File: src/sv/first_fit_heap_allocator_macros.svh
// ---------------------------------------------------------------------------
// first_fit_heap_allocator_macros.svh
// Assertion macros shared by the allocator modules. They expect signals
// named aclk and aresetn in the scope where they are used.
// ---------------------------------------------------------------------------
`ifndef FIRST_FIT_HEAP_ALLOCATOR_MACROS_SVH
`define FIRST_FIT_HEAP_ALLOCATOR_MACROS_SVH

// Same-cycle implication, disabled while in reset
`define FFHA_ASSERT_IMP(lbl, ante, cons, msg) \
    lbl: assert property (@(posedge aclk) disable iff (!aresetn) (ante) |-> (cons)) \
        else $error(msg);

// Next-cycle implication, disabled while in reset
`define FFHA_ASSERT_NXT(lbl, ante, cons, msg) \
    lbl: assert property (@(posedge aclk) disable iff (!aresetn) (ante) |=> (cons)) \
        else $error(msg);

`endif

File: src/sv/ffha_pkg.sv
// ---------------------------------------------------------------------------
// ffha_pkg
// Payload types, datapath command codes and control/status structs for the
// first-fit heap allocator.
// ---------------------------------------------------------------------------
package ffha_pkg;

    // Field widths and granule geometry
    localparam int OFFSET_W      = 15;
    localparam int GRANULE_BYTES = 8;
    localparam int GRANULE_SHIFT = $clog2(GRANULE_BYTES);
    localparam int UNIT_W        = OFFSET_W - GRANULE_SHIFT;
    localparam int WANT_W        = UNIT_W + 1;

    // Operation codes
    localparam logic OP_ALLOC = 1'b0;
    localparam logic OP_FREE  = 1'b1;

    // Read address select
    localparam logic [1:0] RD_ZERO   = 2'd0;
    localparam logic [1:0] RD_FOLLOW = 2'd1;
    localparam logic [1:0] RD_UNIT   = 2'd2;

    // Current header register update
    localparam logic [2:0] CUR_HOLD  = 3'd0;
    localparam logic [2:0] CUR_START = 3'd1;
    localparam logic [2:0] CUR_LOAD  = 3'd2;
    localparam logic [2:0] CUR_STEP  = 3'd3;
    localparam logic [2:0] CUR_ADV   = 3'd4;
    localparam logic [2:0] CUR_MERGE = 3'd5;

    // Block store write select
    localparam logic [2:0] WR_NONE  = 3'd0;
    localparam logic [2:0] WR_MERGE = 3'd1;
    localparam logic [2:0] WR_ALLOC = 3'd2;
    localparam logic [2:0] WR_SPLIT = 3'd3;
    localparam logic [2:0] WR_FREE  = 3'd4;

    typedef struct packed {
        logic                operation;
        logic [OFFSET_W-1:0] request_bytes;
        logic [OFFSET_W-1:0] payload_offset;
    } ffha_in_t;

    typedef struct packed {
        logic [OFFSET_W-1:0] result_offset;
        logic                success;
    } ffha_out_t;

    // Controller to datapath
    typedef struct packed {
        logic       take_in;
        logic       rd_en;
        logic [1:0] rd_sel;
        logic [2:0] upd;
        logic [2:0] wr;
        logic       out_load;
        logic       out_ok;
    } ffha_cmd_t;

    // Datapath to controller
    typedef struct packed {
        logic in_op;
        logic in_free_ok;
        logic cur_used;
        logic nxt_in;
        logic fits;
        logic need_split;
        logic rd_used;
        logic out_free;
    } ffha_sts_t;

endpackage

File: src/sv/ffha_ctrl.sv
// ---------------------------------------------------------------------------
// ffha_ctrl
// Controller for the allocator: sequences the block walk, merges, split,
// free write-back and result hand-off.
// ---------------------------------------------------------------------------
`include "first_fit_heap_allocator_macros.svh"

module ffha_ctrl import ffha_pkg::*; (
    input  logic      aclk,
    input  logic      aresetn,
    input  logic      s_valid,
    output logic      s_ready,
    input  ffha_sts_t sts,
    output ffha_cmd_t cmd
);

    localparam logic [2:0] S_IDLE     = 3'd0;
    localparam logic [2:0] S_LOAD_CUR = 3'd1;
    localparam logic [2:0] S_CHECK    = 3'd2;
    localparam logic [2:0] S_LOAD_NXT = 3'd3;
    localparam logic [2:0] S_SPLIT    = 3'd4;
    localparam logic [2:0] S_FREE_WB  = 3'd5;
    localparam logic [2:0] S_DONE     = 3'd6;

    logic [2:0] state_reg, state_next;
    logic       done_ok_reg, done_ok_next;

    assign s_ready = (state_reg == S_IDLE);

    // Next state and commands
    always_comb begin
        state_next   = state_reg;
        done_ok_next = done_ok_reg;
        cmd          = '0;
        unique case (state_reg)
            S_IDLE: begin
                if (s_valid) begin
                    cmd.take_in = 1'b1;
                    if (sts.in_op == OP_FREE) begin
                        if (sts.in_free_ok) begin
                            cmd.rd_en  = 1'b1;
                            cmd.rd_sel = RD_UNIT;
                            state_next = S_FREE_WB;
                        end else begin
                            done_ok_next = 1'b0;
                            state_next   = S_DONE;
                        end
                    end else begin
                        cmd.rd_en  = 1'b1;
                        cmd.rd_sel = RD_ZERO;
                        cmd.upd    = CUR_START;
                        state_next = S_LOAD_CUR;
                    end
                end
            end
            S_LOAD_CUR: begin
                cmd.upd    = CUR_LOAD;
                state_next = S_CHECK;
            end
            // Free block: absorb following free blocks before the fit test; used block: step on
            S_CHECK: begin
                priority if (!sts.cur_used && sts.nxt_in) begin
                    cmd.rd_en  = 1'b1;
                    cmd.rd_sel = RD_FOLLOW;
                    state_next = S_LOAD_NXT;
                end else if (!sts.cur_used && sts.fits) begin
                    cmd.wr       = WR_ALLOC;
                    done_ok_next = 1'b1;
                    state_next   = sts.need_split ? S_SPLIT : S_DONE;
                end else if (sts.nxt_in) begin
                    cmd.rd_en  = 1'b1;
                    cmd.rd_sel = RD_FOLLOW;
                    cmd.upd    = CUR_STEP;
                    state_next = S_LOAD_CUR;
                end else begin
                    done_ok_next = 1'b0;
                    state_next   = S_DONE;
                end
            end
            // Next header in hand: merge it, or fit test and move on
            S_LOAD_NXT: begin
                priority if (!sts.rd_used) begin
                    cmd.upd    = CUR_MERGE;
                    cmd.wr     = WR_MERGE;
                    state_next = S_CHECK;
                end else if (sts.fits) begin
                    cmd.wr       = WR_ALLOC;
                    done_ok_next = 1'b1;
                    state_next   = sts.need_split ? S_SPLIT : S_DONE;
                end else begin
                    cmd.upd    = CUR_ADV;
                    state_next = S_CHECK;
                end
            end
            S_SPLIT: begin
                cmd.wr     = WR_SPLIT;
                state_next = S_DONE;
            end
            S_FREE_WB: begin
                cmd.wr       = WR_FREE;
                done_ok_next = 1'b1;
                state_next   = S_DONE;
            end
            S_DONE: begin
                if (sts.out_free) begin
                    cmd.out_load = 1'b1;
                    cmd.out_ok   = done_ok_reg;
                    state_next   = S_IDLE;
                end
            end
            default: state_next = S_IDLE;
        endcase
    end

    always_ff @(posedge aclk) begin
        if (!aresetn) begin
            state_reg   <= S_IDLE;
            done_ok_reg <= 1'b0;
        end else begin
            state_reg   <= state_next;
            done_ok_reg <= done_ok_next;
        end
    end

    // Checks
    `FFHA_ASSERT_NXT(a_busy_after_take, s_valid && s_ready, !s_ready, "took two items")
    `FFHA_ASSERT_NXT(a_done_hands_off, (state_reg == S_DONE) && sts.out_free,
        state_reg == S_IDLE, "result not handed off")

endmodule

File: config.mk
export PLATFORM = sky130hd
export DESIGN_NAME = ffha_ctrl
export DESIGN_NICKNAME = d
export VERILOG_FILES = /design/src/sv/ffha_pkg.sv /design/src/sv/ffha_ctrl.sv
export VERILOG_INCLUDE_DIRS = /design/src /design/src/sv
export SDC_FILE = /design/constraint.sdc
export NUM_CORES = 1
export LEC_CHECK = 0
export BUFFER_PORTS_ARGS = -buffer_cell sky130_fd_sc_hd__buf_2
export CAP_MARGIN = 20
export CORE_AREA = 5 5 42 44
export CTS_BUF_LIST = sky130_fd_sc_hd__clkbuf_8
export DETAILED_ROUTE_END_ITERATION = 16
export DIE_AREA = 0 0 47 49
export PLACE_DENSITY = 0.72
export SETUP_SLACK_MARGIN = 0.1
export SYNTH_ARGS = -nofsm -noshare
export SYNTH_HDL_FRONTEND = slang
export SYNTH_SLANG_ARGS = --single-unit
File: constraint.sdc
create_clock -name aclk -period 1.6 [get_ports aclk]
set_clock_uncertainty 0.1 [all_clocks]
set_input_delay 0.08 -clock aclk [delete_from_list [all_inputs] [get_ports aclk]]
set_output_delay 0.08 -clock aclk [all_outputs]
set_load 0.1 [all_outputs]
==> results by stage, run 1 <==
Detailed routing:
- The post-detailed-route via-to-cell ratio is 6.89.
- The DRC marker count from the first detailed-route iteration is 31.
- Wires add up to 3.28 mm.
- The wire length per cell is 25.0 um.
- The first-pass iteration count of the detailed router is 5.
- The count of nets left with antenna violations once routing finished came out at 0.
- The final routed DRC violation total is 0.
- The overall via count from detail_route is 902.

Logic synthesis:
- The average footprint of a synthesized cell is 7.71 um^2.
- The number of storage elements in the synthesis netlist is 4.
- Ranked by instance count, the synthesized netlist is headed by sky130_fd_sc_hd__nor2_1, sky130_fd_sc_hd__a31oi_1, sky130_fd_sc_hd__dfxtp_1, sky130_fd_sc_hd__ha_1, sky130_fd_sc_hd__nor3_1.
- The number of nets in the synthesized netlist is 88.
- The number of enable flip-flop cells after synthesis is 0.
- The most used flip-flop cell after synthesis is sky130_fd_sc_hd__dfxtp_1.
- For this run, the register share of the synthesized area comes to 0.142.
- Synthesis produced 73 cells.
- The mapped netlist covers 563 um^2.
- Of the total synthesized cell area, the portion taken by full adders, half adders and majority gates is 0.0889.
- Of all cell types, the one taking the most synthesized area is sky130_fd_sc_hd__dfxtp_1.
- The count of cell types in the netlist is 38.
- The dominant combinational cell family by area after synthesis is simple AND/OR/NAND/NOR gates.
- Of all flip-flops after synthesis, the portion carrying an async set or reset was 0.
- Of the post-synthesis cell area, the dominant cell type holds 0.142.
- The multiplexer share of the synthesized area is 0.0178.
- The synthesis warning total is 0.
- Of the total synthesized cell area, the portion taken by XOR and XNOR cells is 0.
- The area fraction in compound gates after synthesis is 0.282.
- The library cell with the highest instance count after synthesis is sky130_fd_sc_hd__nor2_1.
- Yosys attributes the largest share of cell area to sky130_fd_sc_hd__dfxtp_1, sky130_fd_sc_hd__ha_1, sky130_fd_sc_hd__a31oi_1.
- The simple-gate share of the synthesized area is 0.380.

Timing:
- The transition time of the tightest slew-check pin is 280 ps.
- The final hold violation count was 0.
- Static timing analysis puts the maximum clock frequency at 0.613 GHz.
- Measured against its own limit, the worst slew margin works out to 0.812.
- Setup repair after global routing could not meet its margin everywhere.
- The post-route minimum period is 1630 ps.
- Setup slack on the critical path of the routed design comes to -31.0 ps.
- The total setup violations reported at the end of the flow is 9.
- The number of max-slew violations in the final report is 0.
- The period utilization is 1.02.

Floorplanning:
- From bottom edge to top edge, the die measures 49 um.
- The initial utilization of the core area, before any placement, comes to 0.402.
- The die covers 2300 um^2.
- The width of the chip is 47 um.
- The I/O pin count is 24.
- The core area is 1400 um^2.
- The site row count is 14.

Place:
- At the end of routability-driven placement, the weighted congestion stood at 0.843.
- Detailed placement ended at an HPWL of 1.47 mm.
- After detailed placement, the total cell area comes to 1010 um^2.
- Input and output buffers added on the ports amount to 23.

Clock network:
- The root buffer cell chosen for the clock tree is sky130_fd_sc_hd__clkbuf_8.
- Clock latency on the worst-skew pair, taken at its later pin, is 230 ps.
- In this run the number of H-tree levels came out at 1.
- The clock passes through at most 2 buffers.
- The clock tree from TritonCTS is yes.
- Counting the buffers created by CTS gives 3.
- After clock tree synthesis, the flow added hold-fix buffers numbering 0.
- Clock tree synthesis found a total of 4 sinks.
- After clock tree synthesis, the clock-pin slew on the worst setup and hold paths is 40 ps.

GRT:
- The via count of the first global-routing pass is 979.
- The pin count of the biggest net entering global routing is 14.
- The number of antenna violations at the first check in global routing is 0.
- For this run the aggregate overflow at the end of global routing stands at 0.
- For this run, the total global-route usage over all layers was measured as 0.287.
- The wire length of the first global-routing pass is 4.77 mm.

Job:
- Max-cap violations in this run came to 0.

Finish:
- The register with the most flip-flops in the layout has 3 of them.
- Of the cells placed in the final design, the portion with a size suffix greater than 1 is 0.739.
- With fillers left out, the area of the finished cells amounts to 1320 um^2.
- The filler cell count in the final layout is 43.
- The number of nets in the layout is 131.
- Compared with the post-synthesis result, the final layout area differs by 134%.
- The total inserted antenna cells is 0.

Critical path:
- The delay of the slowest cell on the worst path is 420 ps.
- The worst setup path is of the flop to primary output kind.
- The critical path data required time is 1420 ps.
- Data arrives at the worst endpoint at 1450 ps.
- STA classifies the critical path endpoint as a primary output.
- The maximum fanout along the worst path is 6.
- Traced cell by cell, the critical path runs through and2b_2, nand2_4, nor2_4, o21a_4, buf_12.
- The path depth of the worst reg2reg path is 5.
- The worst setup path is launched from a flop.
- The cell with the largest stage delay on the worst path is sky130_fd_sc_hd__dfxtp_4.

Status:
- The checks that failed: negative setup slack.
- The flow ran to the end, but the final reports show violations.

Min path:
- The path class of the tightest hold or removal check is input pin to flop.
- The number of cells on the worst hold path is 3.
[per-layer routing]
metal / vias up / wire, um / track usage
met5: - / 0 / 0
met4: 0 / 244 / 0.212
met3: 31 / 248 / 0.0923
met2: 84 / 1600 / 0.452
met1: 426 / 1190 / 0.300
li1: 361 / - / -
[through the flow]
step | worst slack, ps | setup TNS (ps) | hold WS (ps) | util | instances
finish | -31.0 | -186 | 38.6 | 0.938 | 131
global route | -72.8 | -501 | 61.8 | 0.938 | 131
CTS | -12.7 | -24.3 | 33.8 | 0.901 | 132
detailed placement | -57.4 | -57.4 | 245 | 0.719 | 113
global placement | 88.8 | 0 | 256 | 0.719 | 113
floorplan | -913 | -3740 | 106 | - | 73
[placed cells by master, fill, tap and decap left out, drive strengths merged, types with 2 or more instances in the layout]
master	instances
ha	4
nor3	5
o21a	2
o31ai	2
a31oi	5
nor3b	2
clkbuf	3
and2	3
nand2b	2
nor4	2
o21ai	4
dfxtp	4
buf	42
nor2b	3
and3	3
inv	5
nand2	3
nor2	6
[repair_timing]
action	in CTS	in global routing
resized for setup	24	15
hold endpoints to repair	0	0
setup endpoints to repair	12	15
setup buffers	15	0
pin swaps	9	3
[layout make-up]
type	count	area, um^2	share of cell area
well taps	16	20.0	0.0152
flip-flops and latches	4	91.3	0.0695
multi-input cells	61	666	0.506
inverters	4	25.0	0.0190
clock buffers	3	41.3	0.0314
repair buffers	42	468	0.356
clock inverters	1	3.75	0.00285
[worst max-delay path: cells and delay by family (launching register included)]
kind                   cells  cell delay [ps]
AOI/OAI and AO/OA          1              200
and+or+nand+nor            3              450
buffers and inverters      1              160
DFF                        1              420
[final timing paths]
| kind | from | endpoint | slack (ps) |
|---|---|---|---|
| hold reg to reg | done_ok_reg$_SDFFE_PN0P_ | done_ok_reg$_SDFFE_PN0P_ | 520 |
| hold / removal | aresetn | state_reg[1]$_SDFFE_PN0P_ | 40 |
| setup reg to reg | state_reg[2]$_SDFFE_PN0P_ | done_ok_reg$_SDFFE_PN0P_ | 20 |
| setup / recovery | state_reg[2]$_SDFFE_PN0P_ | cmd[2] | -30 |
[cell families after synthesis]
| logic type | Yosys count |
|---|---|
| AND/OR/NAND/NOR | 35 |
| AO/OA/AOI/OAI | 21 |
| buffers and inverters | 8 |
| adder cells (fa/ha/maj) | 4 |
| flip-flops | 4 |
| multiplexers | 1 |
Power of run 1 is not shown: default switching activity piles up to over one toggle a cycle in this logic, so the estimate is an artifact.
==> run 2: changes to the inputs <==
--- a/config.mk
+++ b/config.mk
@@ -8,12 +8,13 @@
 export LEC_CHECK = 0
 export BUFFER_PORTS_ARGS = -buffer_cell sky130_fd_sc_hd__buf_2
 export CAP_MARGIN = 20
-export CORE_AREA = 5 5 42 44
+export CORE_MARGIN = 5
+export CORE_UTILIZATION = 25
 export CTS_BUF_LIST = sky130_fd_sc_hd__clkbuf_8
 export DETAILED_ROUTE_END_ITERATION = 16
-export DIE_AREA = 0 0 47 49
-export PLACE_DENSITY = 0.72
+export MAX_ROUTING_LAYER = met4
 export SETUP_SLACK_MARGIN = 0.1
+export SLEW_MARGIN = 20
 export SYNTH_ARGS = -nofsm -noshare
 export SYNTH_HDL_FRONTEND = slang
 export SYNTH_SLANG_ARGS = --single-unit
==> run 2 against run 1 <==
  * The flow still finishes with violations (negative setup slack)
  * Worst hold slack gained 22 ps
  * Clock-buffer cell count is the same
  * Via count shrank 14%
  * Critical path type unchanged
==> results by stage, run 2 (same netlist as run 1, synthesis figures left out) <==
Status:
- The run finished, with violations left.
- The final reports fail on negative setup slack.

Timing:
- The remaining max-slew budget at the tightest pin was 0.767 (-0.0445).
- The achievable frequency is 0.606 GHz (-1.2%).
- The number of max-slew violations in the final report is 0 (unchanged).
- The total setup violations reported at the end of the flow came to 6 (-3).
- The worst setup margin was -50.1 ps (-19.1 ps).
- The period utilization is 1.03 (+0.0119).
- Setup repair after global routing could not meet its margin everywhere.
- The post-route minimum period is 1650 ps (+19.1 ps).
- The final hold violation count came to 0 (unchanged).
- The transition time of the tightest slew-check pin is 346 ps (+65.2 ps).

Floorplanning:
- The width of the chip is 57.5 um (+22%).
- The floorplan die height is 57.5 um (+17%).
- The effective utilization at floorplan came to 0.257 (-0.145).
- The full die area is 3300 um^2 (+43%).
- The site row count was 17 (+3).
- The I/O pin count is 24 (unchanged).
- The core area was 2190 um^2 (+56%).

Finish:
- The number of standard cells in the final layout excluding fillers is 149 (+14%).
- The most common cell after layout, fill and taps aside is sky130_fd_sc_hd__buf_4.
- The proportion of layout cells with a drive suffix above 1 is 0.760 (+0.0212).
- The relative area change from synthesis to final layout is 148%.
- The total inserted antenna cells came to 0 (unchanged).
- The library cells used most frequently in the layout, excluding fill and tap cells, are sky130_fd_sc_hd__buf_4, sky130_fd_sc_hd__buf_12, sky130_fd_sc_hd__buf_2.
- The final design instance area without fill is 1390 um^2 (+6.0%).
- The flip-flop count of the largest register, all copies and words added came to 3 (unchanged).
- The number of nets in the layout is 137 (+4.6%).

Critical path:
- The reg2reg setup slack is 100 ps (+80 ps).
- The maximum fanout along the worst path is 8 (+2).
- The critical path is of the flop to primary output type.
- The data arrival at the endpoint of the critical path came to 1470 ps (+20 ps).
- The path depth of the worst reg2reg path was 5 (unchanged).
- The delay of the slowest cell on the worst path is 430 ps (about the same).
- Tracing the worst setup path back leads to its startpoint at state_reg[1]$_SDFFE_PN0P_.
- The critical path data required time was 1420 ps (about the same).
- The worst setup path is captured at a primary output.
- The cell with the largest stage delay on the worst path is sky130_fd_sc_hd__dfxtp_4.
- The worst register-to-register path begins at state_reg[2]$_SDFFE_PN0P_.
- The kind of start point of the critical path is a flop.
- In this run the critical register-to-register path is captured at state_reg[1]$_SDFFE_PN0P_.
- The critical path goes through inv_6, buf_6, nor2_4, and3_4, and2_4, buf_12.

Place:
- The number of buffers added on ports is 23 (unchanged).
- The global placer's final weighted congestion is 0.861 (+2.1%).
- The detailed placer's ending HPWL is 1.46 mm (-0.99%).
- The cell total after placement is 125 (+11%).
- The area of placed instances came to 1030 um^2 (+2.7%).
- The worst slack after detailed placement came to 121 ps (+179 ps).

Min path:
- The destination of the worst hold path is state_reg[0]$_SDFFE_PN0P_.
- In this run the most critical hold path is launched from aresetn.
- The number of cells on the worst hold path is 2 (-1).
- The class of the worst hold path is input pin to flop.

GRT:
- The wire length of the first global-routing pass is 3.48 mm (-27%).
- The total overflow reported by the global router is 0 (unchanged).
- The global-route layer with the greatest usage is met2.
- The met3 track demand over resource in global routing is 0.0317 (-0.0606).
- The via count of the first global-routing pass is 774 (-21%).
- The pin count of the biggest net entering global routing was 9 (-5).
- The met2 capacity usage during global routing is 0.218 (-0.235).
- The number of antenna violations at the first check in global routing was 0 (unchanged).
- The met1 routing resource usage after global routing is 0.165 (-0.134).
- The total routing resource utilization after global routing is 0.138 (-0.149).

Clock network:
- The number of hold buffers added after cts is 0 (unchanged).
- The latest clock arrival within the worst-skew pair is 220 ps (about the same).
- The cell chosen for the clock root is sky130_fd_sc_hd__clkbuf_8.
- TritonCTS built the clock tree.
- The maximum clock path buffer count is 2 (unchanged).
- The total clock sinks is 4 (unchanged).
- The TritonCTS buffer count was 3 (unchanged).
- The clock-pin slew of the registers on the worst-case setup and hold paths is 30 ps (about the same).
- The number of levels the H-tree was split into is 1 (unchanged).

Detailed routing:
- The number of nets still failing antenna checks after routing is 0 (unchanged).
- The first-pass iteration count of the detailed router was 6 (+1).
- The post-detailed-route via-to-cell ratio is 5.23 (-24%).
- The overall via count from detail_route is 780 (-14%).
- The total detailed-routing wirelength is 2.37 mm (-28%).
- The final routed DRC violation total was 0 (unchanged).
- The wire length per cell came to 15.9 um (-36%).
- The DRC marker count from the first detailed-route iteration was 18 (-42%).

Job:
- The count of max-cap constraint violations is 0 (unchanged).
[run 2: how the worst max path moves through the flow]
stage / cells after the start / to
floorplan: 4 / cmd[5]
global placement: 5 / cmd[10]
detailed placement: 5 / cmd[10]
CTS: 6 / cmd[7]
global route: 6 / cmd[6]
finish: 6 / cmd[0]
[run 2: worst max-delay path, delay by kind of cell (launching register included)]
kind	cells	cell delay [ps]
buffers and inverters	3	340
flip-flops	1	430
AND/OR/NAND/NOR	3	460
[run 2: stage by stage]
step	util	setup TNS (ps)	hold WS (ps)
after global placement	0.472	0	269
after detailed placement	0.472	0	273
final	0.636	-147	60.6
after floorplan	-	-3740	106
after CTS	0.591	-94.3	46.3
after global routing	0.636	-529	72.7
[run 2: per-layer routing]
metal  routed length [um]  vias to the layer above
met5                    0                        -
met4                   35                        0
met3                  163                        7
met2                 1230                       38
met1                  936                      364
li1                     -                      371
[run 2: layout make-up]
cell class	instances	area, um^2
fillers	168	797
inverters	4	22.5
repair buffers	48	541
multi-input cells	61	659
flip-flops and latches	4	91.3
well taps	28	35.0
clock buffers	3	41.3
clock inverters	1	3.75
[run 2: timing repair]
action / CTS / global route
pin swaps: 10 / 12
resized for setup: 20 / 16
setup buffers: 17 / 3
setup endpoints to repair: 9 / 13
Power of run 2 is left out for the same reason.
==> run 3: changes to the inputs <==
--- a/config.mk
+++ b/config.mk
@@ -10,7 +10,6 @@
 export CAP_MARGIN = 20
 export CORE_MARGIN = 5
 export CORE_UTILIZATION = 25
-export CTS_BUF_LIST = sky130_fd_sc_hd__clkbuf_8
 export DETAILED_ROUTE_END_ITERATION = 16
 export MAX_ROUTING_LAYER = met4
 export SETUP_SLACK_MARGIN = 0.1
==> run 3 against run 2 <==
  * The flow still finishes with violations (negative setup slack)
  * Via count shrank 2.4%
  * Design area decreased by 0.36%
  * Die area unchanged
  * Global-route usage increased by 0.19 points
  * First-iteration DRC count increased by 44%
  * Largest cell class unchanged
==> results by stage, run 3 (same netlist as run 1, synthesis figures left out) <==
Timing:
- The final hold violation count is 0 (unchanged).
- The total setup violations reported at the end of the flow is 7 (+1).
- The worst setup margin came to -51.9 ps (-1.87 ps).
- The worst hold slack is 29.3 ps (-31.3 ps).
- Setup repair after global routing could not meet its margin everywhere.
- The setup TNS after final layout is -269 ps (-122 ps).
- The remaining max-slew budget at the tightest pin is 0.780 (+0.0125).
- The number of max-slew violations in the final report is 0 (unchanged).
- The post-route minimum period is 1650 ps (+1.87 ps).
- The transition time of the tightest slew-check pin is 331 ps (-15.0 ps).
- The achievable frequency is 0.605 GHz (-0.11%).
- The period utilization is 1.03 (+0.00117).

Detailed routing:
- The final routed DRC violation total is 0 (unchanged).
- The wire length per cell is 15.9 um (-0.13%).
- The number of nets still failing antenna checks after routing was 0 (unchanged).
- The post-detailed-route via-to-cell ratio was 5.14 (-1.8%).
- The DRC marker count from the first detailed-route iteration is 26 (+8).
- The total detailed-routing wirelength is 2.35 mm (-0.80%).
- The overall via count from detail_route is 761 (-2.4%).
- The first-pass iteration count of the detailed router is 4 (-2).

GRT:
- The met1 routing resource usage after global routing is 0.184 (+0.0187).
- The total routing resource utilization after global routing is 0.140 (+0.00189).
- The number of antenna violations at the first check in global routing is 0 (unchanged).
- The pin count of the biggest net entering global routing is 9 (unchanged).
- The global-route layer with the greatest usage is met2.
- The via count of the first global-routing pass is 749 (-3.2%).
- The total overflow reported by the global router is 0 (unchanged).
- The met3 track demand over resource in global routing is 0.0317 (unchanged).
- The wire length of the first global-routing pass is 3.59 mm (+3.2%).
- The met2 capacity usage during global routing came to 0.221 (+0.00323).

Critical path:
- The worst setup path is launched from a flop.
- The reg2reg setup slack came to 140 ps (+40 ps).
- The category of the worst setup path capture point is a primary output.
- The path depth of the worst reg2reg path was 7 (+2).
- The critical path data required time is 1420 ps (about the same).
- By startpoint and endpoint, the worst setup path is classified as flop to primary output.
- The startpoint identified for the worst register-to-register timing path is state_reg[2]$_SDFFE_PN0P_.
- The endpoint of the lowest-slack register-to-register path is state_reg[2]$_SDFFE_PN0P_.
- The data arrival at the endpoint of the critical path is 1470 ps (about the same).
- The maximum fanout along the worst path is 8 (unchanged).

Floorplanning:
- The floorplan die height is 57.5 um (unchanged).
- The site row count is 17 (unchanged).
- The core area is 2190 um^2 (unchanged).
- The I/O pin count is 24 (unchanged).
- The effective utilization at floorplan is 0.257 (unchanged).
- The width of the chip is 57.5 um (unchanged).
- The full die area is 3300 um^2 (unchanged).

Min path:
- The start point of the worst hold path is aresetn.
- The number of cells on the worst hold path is 2 (unchanged).
- The class of the worst hold path is input pin to flop.
- The path with the worst hold slack has its endpoint at state_reg[2]$_SDFFE_PN0P_.

Place:
- The detailed placer's ending HPWL is 1.46 mm (unchanged).
- The global placer's final weighted congestion is 0.861 (unchanged).
- The area of placed instances came to 1030 um^2 (unchanged).
- The number of buffers added on ports is 23 (unchanged).
- The worst slack after detailed placement was 121 ps (unchanged).

Clock network:
- The latest clock arrival within the worst-skew pair was 250 ps (+30 ps).
- The cell chosen for the clock root is sky130_fd_sc_hd__clkbuf_4.
- The total clock sinks was 4 (unchanged).
- The clock-pin slew of the registers on the worst-case setup and hold paths was 40 ps (about the same).
- The maximum clock path buffer count is 2 (unchanged).
- The number of levels the H-tree was split into was 1 (unchanged).
- The TritonCTS buffer count is 3 (unchanged).
- TritonCTS built the clock tree.

Finish:
- Leaving out fill and tap cells, the most frequent cells in the layout are sky130_fd_sc_hd__buf_4, sky130_fd_sc_hd__buf_12, sky130_fd_sc_hd__buf_2.
- The total inserted antenna cells came to 0 (unchanged).
- Relative to the synthesized area, the layout overhead comes to 147%.
- The library cell used most frequently in the layout, excluding fill and tap cells, is sky130_fd_sc_hd__buf_4.
- The flip-flop count of the largest register, all copies and words added came to 3 (unchanged).
- The number of nets in the layout was 136 (-0.73%).
- The final design instance area without fill is 1390 um^2 (-0.36%).
- The proportion of layout cells with a drive suffix above 1 is 0.750 (-0.0103).

Status:
- The run finished, with violations left.
- The final reports fail on negative setup slack.

Job:
- The count of max-cap constraint violations came to 0 (unchanged).
run 3: cell types whose count changed in the layout (fill, tap and decap cells not counted), sizes merged:
cell,change
inv,-1
buf,-1
clkbuf,+1
run 3: cell type report:
cell class                      count  area, um^2
Timing Repair Buffer               47         533
Inverter                            4        25.0
Multi-Input combinational cell     61         678
Sequential cell                     4        91.3
Fill cell                         165         802
Tap cell                           28        35.0
Clock buffer                        4        26.3
run 3: layer usage:
| layer | routed length [um] | part of all wire |
|---|---|---|
| met1 | 988 | 0.42 |
| met2 | 1210 | 0.52 |
| met3 | 141 | 0.060 |
| met4 | 10 | 0.0043 |
| met5 | 0 | 0 |
run 3: how the worst max path moves through the flow:
stage | slack (ps) | depth (start not counted) | from | to
6_report | -50 | 6 | state_reg[1]$_SDFFE_PN0P_ | cmd[0]
5_1_grt | -110 | 5 | state_reg[0]$_SDFFE_PN0P_ | cmd[5]
4_1_cts | -60 | 5 | state_reg[1]$_SDFFE_PN0P_ | cmd[10]
3_5_place_dp | 120 | 5 | state_reg[0]$_SDFFE_PN0P_ | cmd[10]
3_3_place_gp | 140 | 5 | state_reg[0]$_SDFFE_PN0P_ | cmd[10]
2_1_floorplan | -910 | 4 | state_reg[2]$_SDFFE_PN0P_ | cmd[5]
run 3: what timing repair did:
item / 4_1_cts / 5_1_grt
resized for setup: 28 / 13
setup buffers: 17 / 2
setup endpoints to repair: 10 / 14
hold buffers: 0 / 0
pin swaps: 15 / 7
run 3: worst max-delay path: stages, from the launching register on:
cell and delay (ps):
sky130_fd_sc_hd__dfxtp_4 440, sky130_fd_sc_hd__inv_6 50, sky130_fd_sc_hd__buf_6 130, sky130_fd_sc_hd__nor2_4 100, sky130_fd_sc_hd__and3_4 200, sky130_fd_sc_hd__and2_4 140
sky130_fd_sc_hd__buf_12 160
run 3: metrics by stage:
step,utilization,std cells
final,0.634,148
after global routing,0.634,148
after CTS,0.600,146
after detailed placement,0.472,125
after global placement,0.472,125
after floorplan,-,73
Power of run 3 is left out for the same reason.
